===== src/rtl/olfoc_pkg.sv =====
// ----------------------------------------------------------------------------
// olfoc_pkg
// shared widths, constants, command struct and state codes for the open-loop
// foc pwm generator
// ----------------------------------------------------------------------------
package olfoc_pkg;

   // angle and sine quantization
   localparam int ANGLE_BITS         = 16;
   localparam int SINE_TABLE_ENTRIES = 1024;
   localparam int SINE_IDX_BITS      = $clog2(SINE_TABLE_ENTRIES);
   localparam int X_SHIFT            = 17 - SINE_IDX_BITS;
   localparam int STEP_SHIFT         = 40 - ANGLE_BITS;

   // port widths
   localparam int VEL_W      = 16;
   localparam int PP_W       = 6;
   localparam int VS_W       = 13;
   localparam int DUTY_W     = 7;
   localparam int EANGLE_W   = 16;
   localparam int CSR_IDX_W  = 2;
   localparam int CSR_DATA_W = 13;

   // shared multiplier
   localparam int MUL_A_W = 28;
   localparam int MUL_B_W = 21;
   localparam int PROD_W  = MUL_A_W + MUL_B_W;

   // internal widths
   localparam int Q_W    = 17;
   localparam int TRIG_W = 18;
   localparam int T_W    = 36;
   localparam int K_W    = 37;
   localparam int PH_W   = 40;
   localparam int PSUM_W = 58;
   localparam int VSM_W  = 21;
   localparam int N_W    = 16;
   localparam int QUOT_W = 9;

   // fixed-point constants
   localparam logic signed [MUL_A_W-1:0] PHASE_STEP_K = 28'sd68356528;
   localparam logic        [Q_W-1:0]     SIN_A        = 17'd51472;
   localparam logic        [Q_W-1:0]     SIN_B        = 17'd21024;
   localparam logic signed [MUL_A_W-1:0] SIN_C        = 28'sd2320;
   localparam logic        [Q_W-1:0]     Q15_ONE      = 17'd32768;
   localparam logic signed [MUL_A_W-1:0] SQRT3_X3     = 28'sd170268;
   localparam logic signed [K_W-1:0]     MID_K        = 37'sd10737418240;
   localparam logic signed [MUL_B_W-1:0] RECIP_100    = 21'sd5243;
   localparam int                        RECIP_SHIFT  = 19;

   // register indexes
   localparam logic [CSR_IDX_W-1:0] CSR_POLE_PAIRS = 2'd0;
   localparam logic [CSR_IDX_W-1:0] CSR_SUPPLY     = 2'd1;
   localparam logic [CSR_IDX_W-1:0] CSR_DUTY_MAX   = 2'd2;

   // reset values
   localparam logic [PP_W-1:0]   PP_RESET    = 6'd7;
   localparam logic [VSM_W-1:0]  VSM_RESET   = 21'd254976;   // 3072 * 83
   localparam logic [DUTY_W-1:0] DMAX_RESET  = 7'd70;

   typedef enum logic [4:0] {
      ST_IDLE,
      ST_STEP,
      ST_ANG,
      ST_SX0,
      ST_SA0,
      ST_SB0,
      ST_SC0,
      ST_SX1,
      ST_SA1,
      ST_SB1,
      ST_SC1,
      ST_TRIG,
      ST_KHA,
      ST_KLA,
      ST_DIVA,
      ST_KHB,
      ST_KLB,
      ST_DIVB,
      ST_KHC,
      ST_KLC,
      ST_DIVC,
      ST_DONE
   } state_type;

   typedef enum logic [3:0] {
      MUL_NONE,
      MUL_STEP,
      MUL_ANG,
      MUL_SQ,
      MUL_X2C,
      MUL_T1,
      MUL_TX,
      MUL_COS,
      MUL_KH,
      MUL_KL,
      MUL_RECIP
   } mul_sel_type;

   typedef enum logic [1:0] {
      LEG_A,
      LEG_B,
      LEG_C
   } leg_type;

   typedef struct packed {
      logic        load_vel;
      mul_sel_type mul_sel;
      logic        hi_arg;
      logic        wr_phase;
      logic        wr_e;
      logic        wr_x2;
      logic        wr_q0;
      logic        wr_trig;
      logic        wr_t;
      logic        wr_k;
      leg_type     k_leg;
      logic        wr_ph;
      logic        wr_duty;
      leg_type     duty_leg;
      logic        load_out;
   } cmd_type;

endpackage


===== src/rtl/olfoc_ctrl.sv =====
// ----------------------------------------------------------------------------
// olfoc_ctrl
// sequencer: walks one tick through the shared multiplier and owns the
// handshakes of both channels
// ----------------------------------------------------------------------------
module olfoc_ctrl (
   input  logic              clock,
   input  logic              reset,
   input  logic              req_valid,
   output logic              req_ready,
   output logic              rsp_valid,
   input  logic              rsp_ready,
   output olfoc_pkg::cmd_type cmd
);
   import olfoc_pkg::*;

   state_type state_ff, state_in;
   logic      rsp_valid_ff, rsp_valid_in;

   always_ff @(posedge clock) begin
      if (reset) begin
         state_ff     <= ST_IDLE;
         rsp_valid_ff <= 1'b0;
      end else begin
         state_ff     <= state_in;
         rsp_valid_ff <= rsp_valid_in;
      end
   end

   always_comb begin
      state_in     = state_ff;
      rsp_valid_in = rsp_valid_ff && !rsp_ready;
      req_ready    = 1'b0;
      cmd          = '0;
      case (state_ff)
         ST_IDLE: begin
            req_ready = 1'b1;
            if (req_valid) begin
               cmd.load_vel = 1'b1;
               state_in     = ST_STEP;
            end
         end
         ST_STEP: begin
            cmd.mul_sel = MUL_STEP;
            state_in    = ST_ANG;
         end
         ST_ANG: begin
            cmd.wr_phase = 1'b1;
            cmd.mul_sel  = MUL_ANG;
            state_in     = ST_SX0;
         end
         ST_SX0: begin
            cmd.wr_e    = 1'b1;
            cmd.mul_sel = MUL_SQ;
            state_in    = ST_SA0;
         end
         ST_SA0: begin
            cmd.wr_x2   = 1'b1;
            cmd.mul_sel = MUL_X2C;
            state_in    = ST_SB0;
         end
         ST_SB0: begin
            cmd.mul_sel = MUL_T1;
            state_in    = ST_SC0;
         end
         ST_SC0: begin
            cmd.mul_sel = MUL_TX;
            state_in    = ST_SX1;
         end
         ST_SX1: begin
            cmd.wr_q0   = 1'b1;
            cmd.mul_sel = MUL_SQ;
            cmd.hi_arg  = 1'b1;
            state_in    = ST_SA1;
         end
         ST_SA1: begin
            cmd.wr_x2   = 1'b1;
            cmd.mul_sel = MUL_X2C;
            state_in    = ST_SB1;
         end
         ST_SB1: begin
            cmd.mul_sel = MUL_T1;
            state_in    = ST_SC1;
         end
         ST_SC1: begin
            cmd.mul_sel = MUL_TX;
            cmd.hi_arg  = 1'b1;
            state_in    = ST_TRIG;
         end
         ST_TRIG: begin
            cmd.wr_trig = 1'b1;
            cmd.mul_sel = MUL_COS;
            state_in    = ST_KHA;
         end
         ST_KHA: begin
            cmd.wr_t    = 1'b1;
            cmd.wr_k    = 1'b1;
            cmd.k_leg   = LEG_A;
            cmd.mul_sel = MUL_KH;
            state_in    = ST_KLA;
         end
         ST_KLA: begin
            cmd.wr_ph   = 1'b1;
            cmd.mul_sel = MUL_KL;
            state_in    = ST_DIVA;
         end
         ST_DIVA: begin
            cmd.mul_sel = MUL_RECIP;
            state_in    = ST_KHB;
         end
         ST_KHB: begin
            cmd.wr_duty  = 1'b1;
            cmd.duty_leg = LEG_A;
            cmd.wr_k     = 1'b1;
            cmd.k_leg    = LEG_B;
            cmd.mul_sel  = MUL_KH;
            state_in     = ST_KLB;
         end
         ST_KLB: begin
            cmd.wr_ph   = 1'b1;
            cmd.mul_sel = MUL_KL;
            state_in    = ST_DIVB;
         end
         ST_DIVB: begin
            cmd.mul_sel = MUL_RECIP;
            state_in    = ST_KHC;
         end
         ST_KHC: begin
            cmd.wr_duty  = 1'b1;
            cmd.duty_leg = LEG_B;
            cmd.wr_k     = 1'b1;
            cmd.k_leg    = LEG_C;
            cmd.mul_sel  = MUL_KH;
            state_in     = ST_KLC;
         end
         ST_KLC: begin
            cmd.wr_ph   = 1'b1;
            cmd.mul_sel = MUL_KL;
            state_in    = ST_DIVC;
         end
         ST_DIVC: begin
            cmd.mul_sel = MUL_RECIP;
            state_in    = ST_DONE;
         end
         ST_DONE: begin
            // wait here while the output register still holds an untaken beat
            if (!rsp_valid_ff || rsp_ready) begin
               cmd.load_out = 1'b1;
               rsp_valid_in = 1'b1;
               state_in     = ST_IDLE;
            end
         end
         default: begin
            state_in = ST_IDLE;
         end
      endcase
   end

   assign rsp_valid = rsp_valid_ff;

endmodule


===== src/rtl/olfoc_dp.sv =====
// ----------------------------------------------------------------------------
// olfoc_dp
// datapath: config registers, shaft phase, one shared multiplier with its
// product register, working registers and the result register
// ----------------------------------------------------------------------------
module olfoc_dp (
   input  logic                                         clock,
   input  logic                                         reset,
   input  olfoc_pkg::cmd_type                           cmd,
   input  logic signed [olfoc_pkg::VEL_W-1:0]           req_velocity,
   input  logic                                         csr_wr_en,
   input  logic        [olfoc_pkg::CSR_IDX_W-1:0]       csr_index,
   input  logic        [olfoc_pkg::CSR_DATA_W-1:0]      csr_wr_data,
   output logic        [olfoc_pkg::DUTY_W-1:0]          rsp_duty_a,
   output logic        [olfoc_pkg::DUTY_W-1:0]          rsp_duty_b,
   output logic        [olfoc_pkg::DUTY_W-1:0]          rsp_duty_c,
   output logic        [olfoc_pkg::EANGLE_W-1:0]        rsp_electrical_angle
);
   import olfoc_pkg::*;

   // config
   logic        [PP_W-1:0]       pp_ff, pp_in;
   logic        [VSM_W-1:0]      vsm_ff, vsm_in;     // supply times 83
   logic        [DUTY_W-1:0]     dmax_ff, dmax_in;
   // control state
   logic        [ANGLE_BITS-1:0] phase_ff, phase_in;
   // working registers
   logic signed [VEL_W-1:0]      vel_ff, vel_in;
   logic        [ANGLE_BITS-1:0] e_ff, e_in;
   logic        [Q_W-1:0]        x2_ff, x2_in;
   logic        [Q_W-1:0]        q0_ff, q0_in;
   logic signed [TRIG_W-1:0]     sv_ff, sv_in;
   logic signed [T_W-1:0]        t_ff, t_in;
   logic signed [K_W-1:0]        k_ff, k_in;
   logic signed [PH_W-1:0]       ph_ff, ph_in;
   logic        [DUTY_W-1:0]     duty_a_ff, duty_a_in;
   logic        [DUTY_W-1:0]     duty_b_ff, duty_b_in;
   logic signed [PROD_W-1:0]     prod_ff, prod_in;
   // result register
   logic        [DUTY_W-1:0]     out_a_ff, out_a_in;
   logic        [DUTY_W-1:0]     out_b_ff, out_b_in;
   logic        [DUTY_W-1:0]     out_c_ff, out_c_in;
   logic        [EANGLE_W-1:0]   out_e_ff, out_e_in;

   // combinational
   logic        [39:0]              round_sum;
   logic        [ANGLE_BITS-1:0]    phase_new;
   logic        [ANGLE_BITS-1:0]    e_cur;
   logic        [SINE_IDX_BITS-1:0] idx;
   logic        [Q_W-1:0]           xv;
   logic        [Q_W-1:0]           arg;
   logic        [1:0]               quad;
   logic        [Q_W-1:0]           prod_sh15;
   logic        [Q_W-1:0]           s_mag, c_mag;
   logic signed [TRIG_W-1:0]        sv_cur, cv_cur;
   logic signed [K_W-1:0]           u_term;
   logic signed [K_W-1:0]           k_cur;
   logic signed [PSUM_W-1:0]        p_sum;
   logic        [N_W-1:0]           n_val;
   logic        [QUOT_W-1:0]        quot;
   logic        [DUTY_W-1:0]        duty_clamp;
   logic signed [MUL_A_W-1:0]       mul_a;
   logic signed [MUL_B_W-1:0]       mul_b;
   logic        [VSM_W-1:0]         csr_vs;

   always_ff @(posedge clock) begin
      if (reset) begin
         pp_ff    <= PP_RESET;
         vsm_ff   <= VSM_RESET;
         dmax_ff  <= DMAX_RESET;
         phase_ff <= '0;
      end else begin
         pp_ff    <= pp_in;
         vsm_ff   <= vsm_in;
         dmax_ff  <= dmax_in;
         phase_ff <= phase_in;
      end
   end

   always_ff @(posedge clock) begin
      vel_ff    <= vel_in;
      e_ff      <= e_in;
      x2_ff     <= x2_in;
      q0_ff     <= q0_in;
      sv_ff     <= sv_in;
      t_ff      <= t_in;
      k_ff      <= k_in;
      ph_ff     <= ph_in;
      duty_a_ff <= duty_a_in;
      duty_b_ff <= duty_b_in;
      prod_ff   <= prod_in;
      out_a_ff  <= out_a_in;
      out_b_ff  <= out_b_in;
      out_c_ff  <= out_c_in;
      out_e_ff  <= out_e_in;
   end

   // shaft phase step, rounded, kept modulo one turn
   always_comb begin
      round_sum = prod_ff[39:0] + (40'd1 << (STEP_SHIFT - 1));
      phase_new = phase_ff + round_sum[39:STEP_SHIFT];
   end

   // sine argument from the quarter-wave position
   always_comb begin
      e_cur = cmd.wr_e ? prod_ff[ANGLE_BITS-1:0] : e_ff;
      idx   = e_cur[ANGLE_BITS-1 -: SINE_IDX_BITS];
      xv    = Q_W'(idx[SINE_IDX_BITS-3:0]) << X_SHIFT;
      arg   = cmd.hi_arg ? (Q15_ONE - xv) : xv;
      quad  = e_ff[ANGLE_BITS-1 -: 2];
      prod_sh15 = prod_ff[31:15];
   end

   // sine and cosine from the two quarter-wave values
   always_comb begin
      s_mag  = quad[0] ? prod_sh15 : q0_ff;
      c_mag  = quad[0] ? q0_ff : prod_sh15;
      sv_cur = quad[1] ? -$signed({1'b0, s_mag}) : $signed({1'b0, s_mag});
      cv_cur = (quad[1] ^ quad[0]) ? -$signed({1'b0, c_mag}) : $signed({1'b0, c_mag});
   end

   // leg term k: twice the phase voltage per volt of supply
   always_comb begin
      u_term = (K_W'(sv_ff) <<< 16) + (K_W'(sv_ff) <<< 15);
      case (cmd.k_leg)
         LEG_A:   k_cur = MID_K - (u_term <<< 1);
         LEG_B:   k_cur = MID_K + K_W'(t_ff) + u_term;
         LEG_C:   k_cur = MID_K + u_term - K_W'(t_ff);
         default: k_cur = MID_K;
      endcase
   end

   // recombine partial products, floor by 2^39, then divide by 100
   always_comb begin
      p_sum      = (PSUM_W'(ph_ff) <<< 18) + PSUM_W'($signed({1'b0, prod_ff[37:0]}));
      n_val      = (p_sum > 0) ? p_sum[54:39] : '0;
      quot       = prod_ff[RECIP_SHIFT+QUOT_W-1:RECIP_SHIFT];
      duty_clamp = (quot > QUOT_W'(dmax_ff)) ? dmax_ff : quot[DUTY_W-1:0];
   end

   // shared multiplier operand select
   always_comb begin
      case (cmd.mul_sel)
         MUL_STEP: begin
            mul_a = PHASE_STEP_K;
            mul_b = MUL_B_W'(vel_ff);
         end
         MUL_ANG: begin
            mul_a = $signed(MUL_A_W'(phase_new));
            mul_b = $signed(MUL_B_W'(pp_ff));
         end
         MUL_SQ: begin
            mul_a = $signed(MUL_A_W'(arg));
            mul_b = $signed(MUL_B_W'(arg));
         end
         MUL_X2C: begin
            mul_a = SIN_C;
            mul_b = $signed(MUL_B_W'(prod_sh15));
         end
         MUL_T1: begin
            mul_a = $signed(MUL_A_W'(SIN_B - prod_sh15));
            mul_b = $signed(MUL_B_W'(x2_ff));
         end
         MUL_TX: begin
            mul_a = $signed(MUL_A_W'(SIN_A - prod_sh15));
            mul_b = $signed(MUL_B_W'(arg));
         end
         MUL_COS: begin
            mul_a = SQRT3_X3;
            mul_b = MUL_B_W'(cv_cur);
         end
         MUL_KH: begin
            mul_a = MUL_A_W'($signed(k_cur[K_W-1:18]));
            mul_b = $signed(vsm_ff);
         end
         MUL_KL: begin
            mul_a = $signed(MUL_A_W'(k_ff[17:0]));
            mul_b = $signed(vsm_ff);
         end
         MUL_RECIP: begin
            mul_a = $signed(MUL_A_W'(n_val));
            mul_b = RECIP_100;
         end
         default: begin
            mul_a = '0;
            mul_b = '0;
         end
      endcase
   end

   // supply scaled by 83 at write time
   assign csr_vs = (VSM_W'(csr_wr_data) << 6) + (VSM_W'(csr_wr_data) << 4)
                 + (VSM_W'(csr_wr_data) << 1) + VSM_W'(csr_wr_data);

   always_comb begin
      pp_in     = pp_ff;
      vsm_in    = vsm_ff;
      dmax_in   = dmax_ff;
      phase_in  = phase_ff;
      vel_in    = vel_ff;
      e_in      = e_ff;
      x2_in     = x2_ff;
      q0_in     = q0_ff;
      sv_in     = sv_ff;
      t_in      = t_ff;
      k_in      = k_ff;
      ph_in     = ph_ff;
      duty_a_in = duty_a_ff;
      duty_b_in = duty_b_ff;
      out_a_in  = out_a_ff;
      out_b_in  = out_b_ff;
      out_c_in  = out_c_ff;
      out_e_in  = out_e_ff;
      prod_in   = (cmd.mul_sel != MUL_NONE) ? mul_a * mul_b : prod_ff;

      if (csr_wr_en) begin
         case (csr_index)
            CSR_POLE_PAIRS: pp_in   = csr_wr_data[PP_W-1:0];
            CSR_SUPPLY:     vsm_in  = csr_vs;
            CSR_DUTY_MAX:   dmax_in = csr_wr_data[DUTY_W-1:0];
            default:        ;
         endcase
      end

      if (cmd.load_vel) vel_in   = req_velocity;
      if (cmd.wr_phase) phase_in = phase_new;
      if (cmd.wr_e)     e_in     = prod_ff[ANGLE_BITS-1:0];
      if (cmd.wr_x2)    x2_in    = prod_sh15;
      if (cmd.wr_q0)    q0_in    = prod_sh15;
      if (cmd.wr_trig)  sv_in    = sv_cur;
      if (cmd.wr_t)     t_in     = prod_ff[T_W-1:0];
      if (cmd.wr_k)     k_in     = k_cur;
      if (cmd.wr_ph)    ph_in    = prod_ff[PH_W-1:0];

      if (cmd.wr_duty) begin
         case (cmd.duty_leg)
            LEG_A:   duty_a_in = duty_clamp;
            LEG_B:   duty_b_in = duty_clamp;
            default: ;
         endcase
      end

      if (cmd.load_out) begin
         out_a_in = duty_a_ff;
         out_b_in = duty_b_ff;
         out_c_in = duty_clamp;
         out_e_in = EANGLE_W'({e_ff, 16'b0} >> ANGLE_BITS);
      end
   end

   assign rsp_duty_a           = out_a_ff;
   assign rsp_duty_b           = out_b_ff;
   assign rsp_duty_c           = out_c_ff;
   assign rsp_electrical_angle = out_e_ff;

endmodule


===== src/rtl/open_loop_foc_pwm_generator.sv =====
// ----------------------------------------------------------------------------
// open_loop_foc_pwm_generator
// open-loop foc: each velocity beat advances the shaft phase, forms the
// electrical angle and gives three clamped pwm duties. one beat in, one beat
// out. the result register loads in the last of the 21 sequencer steps that
// follow the idle step that accepts a beat. the steps are set by the single
// shared 28x21 multiplier that every product of the tick passes through:
// the phase step, the pole-pair product, two polynomial quarter sines of
// four products each, the sqrt(3) cosine term and three products per leg
// for the duty scaling. a new item is taken only in the idle state; a
// finished result waits in its own register, and the sequencer stalls in
// its last step only when that register still holds a beat not yet taken.
// config writes (index 0 pole pairs, 1 supply in q5.8 volts, 2 duty max)
// take effect at once and should be made while no tick is in flight. no
// clearing pass after reset.
// ----------------------------------------------------------------------------
module open_loop_foc_pwm_generator (
   input  logic                                    clock,
   input  logic                                    reset,
   // velocity channel
   input  logic                                    req_valid,
   output logic                                    req_ready,
   input  logic signed [olfoc_pkg::VEL_W-1:0]      req_velocity,
   // duty channel
   output logic                                    rsp_valid,
   input  logic                                    rsp_ready,
   output logic        [olfoc_pkg::DUTY_W-1:0]     rsp_duty_a,
   output logic        [olfoc_pkg::DUTY_W-1:0]     rsp_duty_b,
   output logic        [olfoc_pkg::DUTY_W-1:0]     rsp_duty_c,
   output logic        [olfoc_pkg::EANGLE_W-1:0]   rsp_electrical_angle,
   // config write port
   input  logic                                    csr_wr_en,
   input  logic        [olfoc_pkg::CSR_IDX_W-1:0]  csr_index,
   input  logic        [olfoc_pkg::CSR_DATA_W-1:0] csr_wr_data
);
   import olfoc_pkg::*;

   // per-step commands from the sequencer to the datapath
   cmd_type cmd;

   olfoc_ctrl u_ctrl (
      .clock     (clock),
      .reset     (reset),
      .req_valid (req_valid),
      .req_ready (req_ready),
      .rsp_valid (rsp_valid),
      .rsp_ready (rsp_ready),
      .cmd       (cmd)
   );

   // datapath holds the phase accumulator, config and the result register
   olfoc_dp u_dp (
      .clock                (clock),
      .reset                (reset),
      .cmd                  (cmd),
      .req_velocity         (req_velocity),
      .csr_wr_en            (csr_wr_en),
      .csr_index            (csr_index),
      .csr_wr_data          (csr_wr_data),
      .rsp_duty_a           (rsp_duty_a),
      .rsp_duty_b           (rsp_duty_b),
      .rsp_duty_c           (rsp_duty_c),
      .rsp_electrical_angle (rsp_electrical_angle)
   );

endmodule

===== config.mk =====
export PLATFORM = sky130hd
export DESIGN_NAME = open_loop_foc_pwm_generator
export DESIGN_NICKNAME = d
export VERILOG_FILES = /design/src/rtl/olfoc_pkg.sv /design/src/rtl/olfoc_ctrl.sv /design/src/rtl/olfoc_dp.sv /design/src/rtl/open_loop_foc_pwm_generator.sv
export SDC_FILE = /design/constraint.sdc
export NUM_CORES = 2
export LEC_CHECK = 0
export ABC_CLOCK_PERIOD_IN_PS = 21000
export CORE_ASPECT_RATIO = 0.6
export CORE_MARGIN = 2
export CORE_UTILIZATION = 50
export CTS_CLUSTER_DIAMETER = 80
export CTS_CLUSTER_SIZE = 40
export DETAILED_ROUTE_END_ITERATION = 10
export DONT_BUFFER_PORTS = 1
export HOLD_SLACK_MARGIN = 0.06
export MAX_ROUTING_LAYER = met4
export PLACE_DENSITY = 0.69
export SETUP_SLACK_MARGIN = 0.05
export SYNTH_ARGS = -nofsm -noshare
export SYNTH_HDL_FRONTEND = slang
export SYNTH_SLANG_ARGS = --single-unit
export TNS_END_PERCENT = 10

===== constraint.sdc =====
create_clock -name clock -period 21 [get_ports clock]
set_input_delay 4.2 -clock clock [delete_from_list [all_inputs] [get_ports clock]]
set_output_delay 4.2 -clock clock [all_outputs]
set_load 0.01 [all_outputs]

# ---- After elaboration in Yosys (flattened, before gate mapping)
# Cells that the tools add are included.
dict set report totals {
  wordCells 139
  input_bits 36
  output_inout_bits 39
  ff_bits 325
}
dict set report op_classes {
  reduce_logical 25
  magnitude_cmp 2
  muxes 32
  eq_ne 38
  n_addsub 17
  mul 1
  bitwise 1
}
# operator n
set ops {}
lappend ops {{28-bit one-hot mux with 10 select lines} 1}
lappend ops {{21-bit one-hot mux with 8 select lines} 1}
lappend ops {{37-bit one-hot mux with 3 select lines} 1}
lappend ops {{5-bit one-hot mux with 22 select lines} 1}
lappend ops {{17-bit two-way mux} 4}
lappend ops {{58-bit by 39-bit adder with 58-bit output} 1}
lappend ops {{58-bit by 1-bit greater-than comparator with 1-bit output (second input constant)} 1}
lappend ops {{40-bit by 24-bit adder with 40-bit output (second input constant)} 1}
lappend ops {{5-bit by 4-bit equality test with 1-bit output (second input constant)} 8}
lappend ops {{28-bit by 21-bit multiplier with 40-bit output} 1}
lappend ops {{4-bit one-hot mux with 10 select lines} 1}
lappend ops {{35-bit by 36-bit adder with 37-bit output (first input constant)} 1}
lappend ops {{35-bit by 37-bit adder with 37-bit output (first input constant)} 1}
lappend ops {{37-bit adder} 1}
lappend ops {{35-bit by 37-bit subtractor with 37-bit output (first input constant)} 1}
lappend ops {{37-bit by 36-bit subtractor with 37-bit output} 1}
lappend ops {{17-bit negator with 18-bit output} 2}
lappend ops {{34-bit by 33-bit adder with 35-bit output} 1}
lappend ops {{5-bit equality test (second input constant)} 6}
lappend ops {{21-bit by 13-bit adder with 21-bit output} 1}
lappend ops {{21-bit by 14-bit adder with 21-bit output} 1}
lappend ops {{19-bit by 17-bit adder with 20-bit output} 1}
lappend ops {{5-bit by 3-bit equality test with 1-bit output (second input constant)} 4}
lappend ops {{18-bit two-way mux} 1}
lappend ops {{32 further kinds} 73}

# ---- Depth between registers and ports, before layout
dict set report logic_depth {
  ltp_word 7
  mapped_depth 50
  mapped_depth_nobuf 48
}

# ---- Modules after synthesis
# A second synthesis with hierarchy kept.
dict set report unflattened {
  hier_cells 4174
  hier_area_um2 39039.9
}
# module area_each_um2 seq_area_each_um2 cells_per_inst instances
set modules_own_cells {}
lappend modules_own_cells {olfoc_dp 38405.6 8978.6 4085 1}
lappend modules_own_cells {olfoc_ctrl 634.4 120.1 89 1}

# ---- Worst setup path before layout
# OpenSTA, ideal clock, no wires.
dict set report synth_timing {
  path_type {register to register}
  from {register u_dp.sv_ff[0]}
  to {register u_dp.prod_ff[39] (data pin)}
  path_slack_ns 9.325
  stages_incl_launch_ff 45
  period_less_slack_ns 11.675
  setup_time_ns 0.268
  n_path_buf 2
  t_arrival_ns 11.407
  t_required_ns 20.732
  path_cell_list {edfxtp_1 > ha_1 > fa_1 > a211o_1 > a21boi_0 > o211ai_1 > a221oi_1 > xor2_1 > inv_1 > ha_1 > ha_1 > and4_1 > inv_1 > or3_1 > o21ai_0 > a211oi_1 > mux2i_1 > o21ai_0 > (+9 left out) > inv_1 > fa_1 > fa_1 > fa_1 > fa_1 > inv_1 > fa_1 > inv_1 > ha_1 > and3_1 > o21ai_0 > and4b_1 > nor3_1 > o41ai_1 > a41oi_1 > nor4b_1 > o31ai_1 > xnor3_1}
}
dict set report synth_via {
  elab_chain_cells 6
  elab_cells_between_ends 8
  classes_between {5 x add/sub; 1 x mul; 2 x mux}
}
# element line
set synth_lines {}
lappend synth_lines {{start, declared} olfoc_dp.sv:32} ;# logic signed [TRIG_W-1:0] sv_ff, sv_in;
lappend synth_lines {{start signal, assigned} olfoc_dp.sv:85} ;# sv_ff <= sv_in;
lappend synth_lines {{34-bit by 33-bit adder with 35-bit output (*)} olfoc_dp.sv:124} ;# u_term = (K_W'(sv_ff) <<< 16) + (K_W'(sv_ff) <<< 15);
lappend synth_lines {{35-bit by 37-bit adder with 37-bit output} olfoc_dp.sv:128} ;# LEG_C: k_cur = MID_K + u_term - K_W'(t_ff);
lappend synth_lines {{37-bit by 36-bit subtractor with 37-bit output} olfoc_dp.sv:128}
lappend synth_lines {{37-bit one-hot mux with 3 select lines (*)} olfoc_dp.sv:125} ;# case (cmd.k_leg)
lappend synth_lines {{28-bit one-hot mux with 10 select lines (*)} olfoc_dp.sv:143} ;# case (cmd.mul_sel)
lappend synth_lines {{28-bit by 21-bit multiplier with 40-bit output (*)} olfoc_dp.sv:214} ;# prod_in = (cmd.mul_sel != MUL_NONE) ? mul_a * mul_b : prod_ff;
lappend synth_lines {{end signal, assigned} olfoc_dp.sv:91} ;# prod_ff <= prod_in;
lappend synth_lines {{end, declared} olfoc_dp.sv:38} ;# logic signed [PROD_W-1:0] prod_ff, prod_in;
# Mark *: on every way between the ends. The rest lies on a longest branch, timed or not.
# A chain may end at the register's enable or synchronous reset.

# ---- Worst setup path after layout
# Ends and elaborated chain as after synthesis.

==> impl_metrics.tcl <==
set metrics [dict create \
    cts_max_path_buffers 3 \
    grtUsageTotal_pct 31.53 \
    seqPwrFrac_pct 18.0 \
    hold_viol_final 0 \
    cp_max_fo 29 \
    cts_root_buf "clkbuf_16" \
    yosysMostFrequentCell "inv_1" \
    swShare_pct 54.04 \
    synth.top_cell.area_share_pct 24.96 \
    tritoncts "done" \
    avgSynthCellArea_um2 9.361 \
    async_flop_share_pct 0 \
    drt-total-wl_mm 119.0 \
    hold_path.class "flip-flop to flip-flop" \
    fp-row-count 78 \
    synth_edf_count 261 \
    p_int_uw 2685 \
    hold_slack_ns 0.4365 \
    power_switching_uw 3158 \
    remaining_drc_errors 0 \
    routedWlPerCell_um 23.60 \
    fin_nets 4840 \
    clkTransAtPathRegs_ns 0.14 \
    start_kind "flip-flop" \
    slew_headroom_pct 9.102 \
    yosys_warnings 0 \
    netlist_instances 4104 \
    critPathMaxStageDelay_ns 0.57 \
    synth_largest_area_cell "fa_1" \
    synth.distinct_cells 84 \
    required_ns 21.33 \
    clkPwrFrac_pct 6.0 \
    grt_pass1_vias 28650 \
    irDropWorstVdd_mv 0.1869 \
    clock.fmax_mhz 72.38 \
    antenna_found_initial 6 \
    tightestPinTransition_ns 1.363 \
    fin_tns_setup_ns 0 \
    drive_gt1_share_pct 4.183 \
    insertion_delay_ns 0.57 \
    synthTopCellsByArea "fa_1, edfxtp_1, ha_1" \
    period_minus_slack_ns 13.82 \
    power_frac_comb_pct 76.0 \
    slew_violations 0 \
    maxCapViolations 0 \
    fin_crit_sh_pct 65.79 \
    synth_commonest_cells "inv_1, fa_1, nand2_1" \
    post_cts_buffers 0 \
    end_kind "flip-flop" \
    synth.yosys.seq_area_share_pct 23.73 \
    gp_congestion 1.027 \
    grt_max_degree 67 \
    power.density_nw_per_um2 145.4 \
    rsz0062_at_grt "no" \
    viasPerCell 5.888 \
    dp_hpwl_mm 94.59 \
    yosys_most_used_dff "edfxtp_1" \
    arrival_ns 14.14 \
    setup_viol 0 \
    dieArea_um2 79140 \
    numClockSinks 325 \
    outcome "finished, final reports clean" \
    start_util_pct 50.66 \
    dieWidth_um 361.9 \
    drt_iter0_markers 3810 \
    grt_first_pass_wirelength_mm 182.0 \
    hold_buffers 0 \
    ant_nets 0 \
    core-area_um2 75830 \
    firstDrtPassIters 7 \
    htree_num_levels 1 \
    area_delta_synth_final_pct 4.582 \
    cts_resized 0 \
    cts_made_buffers 13 \
    dr_total_vias 29680 \
    crit_slowest_cell "nor3_1" \
    grt.overflow.total 0 \
    ioPinCount 75 \
    path_class "flip-flop to flip-flop" \
    die_y_um 218.7 \
    skew_ns 0.05199 \
    leakage_uw 0.01836 \
    portBuffers 0 \
    synth_nets 4911 \
    netlist_area_um2 38420 \
    synth-seq-cells 325 \
    cpMostUsedCell "fa_1" \
]
## metal layers
layer  share of wire, %  track usage [%]  vias to the layer above
met1                 47            49.80                    14620
met5                  0                -                        -
li1                   -                -                    13320
met3                 14            9.020                      132
met4                1.6            4.278                        0
met2                 37            39.81                     1604
## cells by family after synthesis
group | Yosys count | share of synthesized area (%)
AND/OR/NAND/NOR | 1146 | 14.43
buffers and inverters | 900 | 8.852
XOR/XNOR | 232 | 5.325
AO/OA/AOI/OAI | 674 | 11.69
multiplexers | 56 | 1.498
adder cells (fa/ha/maj) | 771 | 34.47
flip-flops | 325 | 23.73
## worst paths after layout
| kind | startpoint | end | slack [ns] | depth (start not counted) |
|---|---|---|---|---|
| worst min register to register | u_dp.duty_b_ff[5] | u_dp.rsp_duty_b[5] | 0.44 | 0 |
| worst max-delay path | u_dp.sv_ff[0] | u_dp.prod_ff[39] | 7.18 | 46 |
| worst max register to register | u_dp.sv_ff[0] | u_dp.prod_ff[39] | 7.18 | 46 |
| worst min-delay path | u_dp.duty_b_ff[5] | u_dp.rsp_duty_b[5] | 0.44 | 0 |
## per-stage QoR
step           instances  area [um^2]  utilization [%]  worst slack, ns  total power, uW
6_report            5041        40180            52.99            7.185             5843
5_1_grt             5041        40180            52.99            6.436             6433
3_3_place_gp        5018        39750            52.42            7.751             5358
4_1_cts             5040        40180            52.98            7.466             5797
2_1_floorplan       4104        38420                -            9.325             4134
3_5_place_dp        5018        39750            52.42            7.531             5418
## sequential cells by signal (all words and copies together), names as in the netlist, 7 cells and up
name	count
u_dp.prod_ff	40
u_dp.t_ff	36
u_dp.rsp_electrical_angle	16
u_dp.sv_ff	18
u_dp.q0_ff	17
u_dp.rsp_duty_b	7
u_dp.rsp_duty_c	7
u_dp.vsm_ff	21
u_dp.k_ff	18
u_dp.vel_ff	16
u_dp.rsp_duty_a	7
u_dp.ph_ff	40
u_dp.duty_a_ff	7
u_dp.dmax_ff	7
u_dp.phase_ff	16
u_dp.duty_b_ff	7
u_dp.e_ff	16
u_dp.x2_ff	17
## power groups by stage
stage | Combinational, uW | Clock (uW) | Sequential (uW)
after floorplan | 3120 | 0 | 1010
after global placement | 4300 | 0 | 1060
after detailed placement | 4360 | 0 | 1060
after CTS | 4400 | 353 | 1040
after global routing | 5010 | 369 | 1060
final | 4440 | 350 | 1050
## layout make-up
cell class	instances	area (um^2)
Antenna cell	1	2.502
Clock buffer	14	329.1
Clock inverter	8	95.09
Fill cell	6893	35650
Inverter	732	2748
Multi-Input combinational cell	2879	26020
Sequential cell	325	9119
Tap cell	1000	1251
Timing Repair Buffer	82	615.6
## placed cells by master (no fill, tap or decap), types with 16 or more instances in the layout
master,count
o21a_1,24
buf_4,82
xnor2_1,147
o21ai_0,120
nand2b_1,61
or2_2,16
nor3_1,72
nand4_1,16
dfxtp_1,64
a31oi_1,18
nand3_1,68
a211oi_1,30
and3_1,21
a21o_1,60
o22ai_1,17
fa_1,479
ha_1,292
nor2_1,213
nand2_1,422
xor2_1,84
and2_1,69
edfxtp_1,261
inv_1,726
nor2b_1,95
a221o_1,16
o21bai_1,19
or3_1,22
a221oi_1,16
a21oi_1,177
mux2i_1,44
o31ai_1,18
o211ai_1,21
## critical path, delay by kind of cell (launching register included)
kind / cells / cell delay [ns]
adders and majority gates: 12 / 5.46
AOI/OAI and AO/OA: 15 / 3.46
and+or+nand+nor: 8 / 1.99
buffers and inverters: 8 / 1.03
xor gates and xnor gates: 2 / 0.87
DFF: 1 / 0.54
muxes: 1 / 0.15
(Power assumes the default switching activity.)
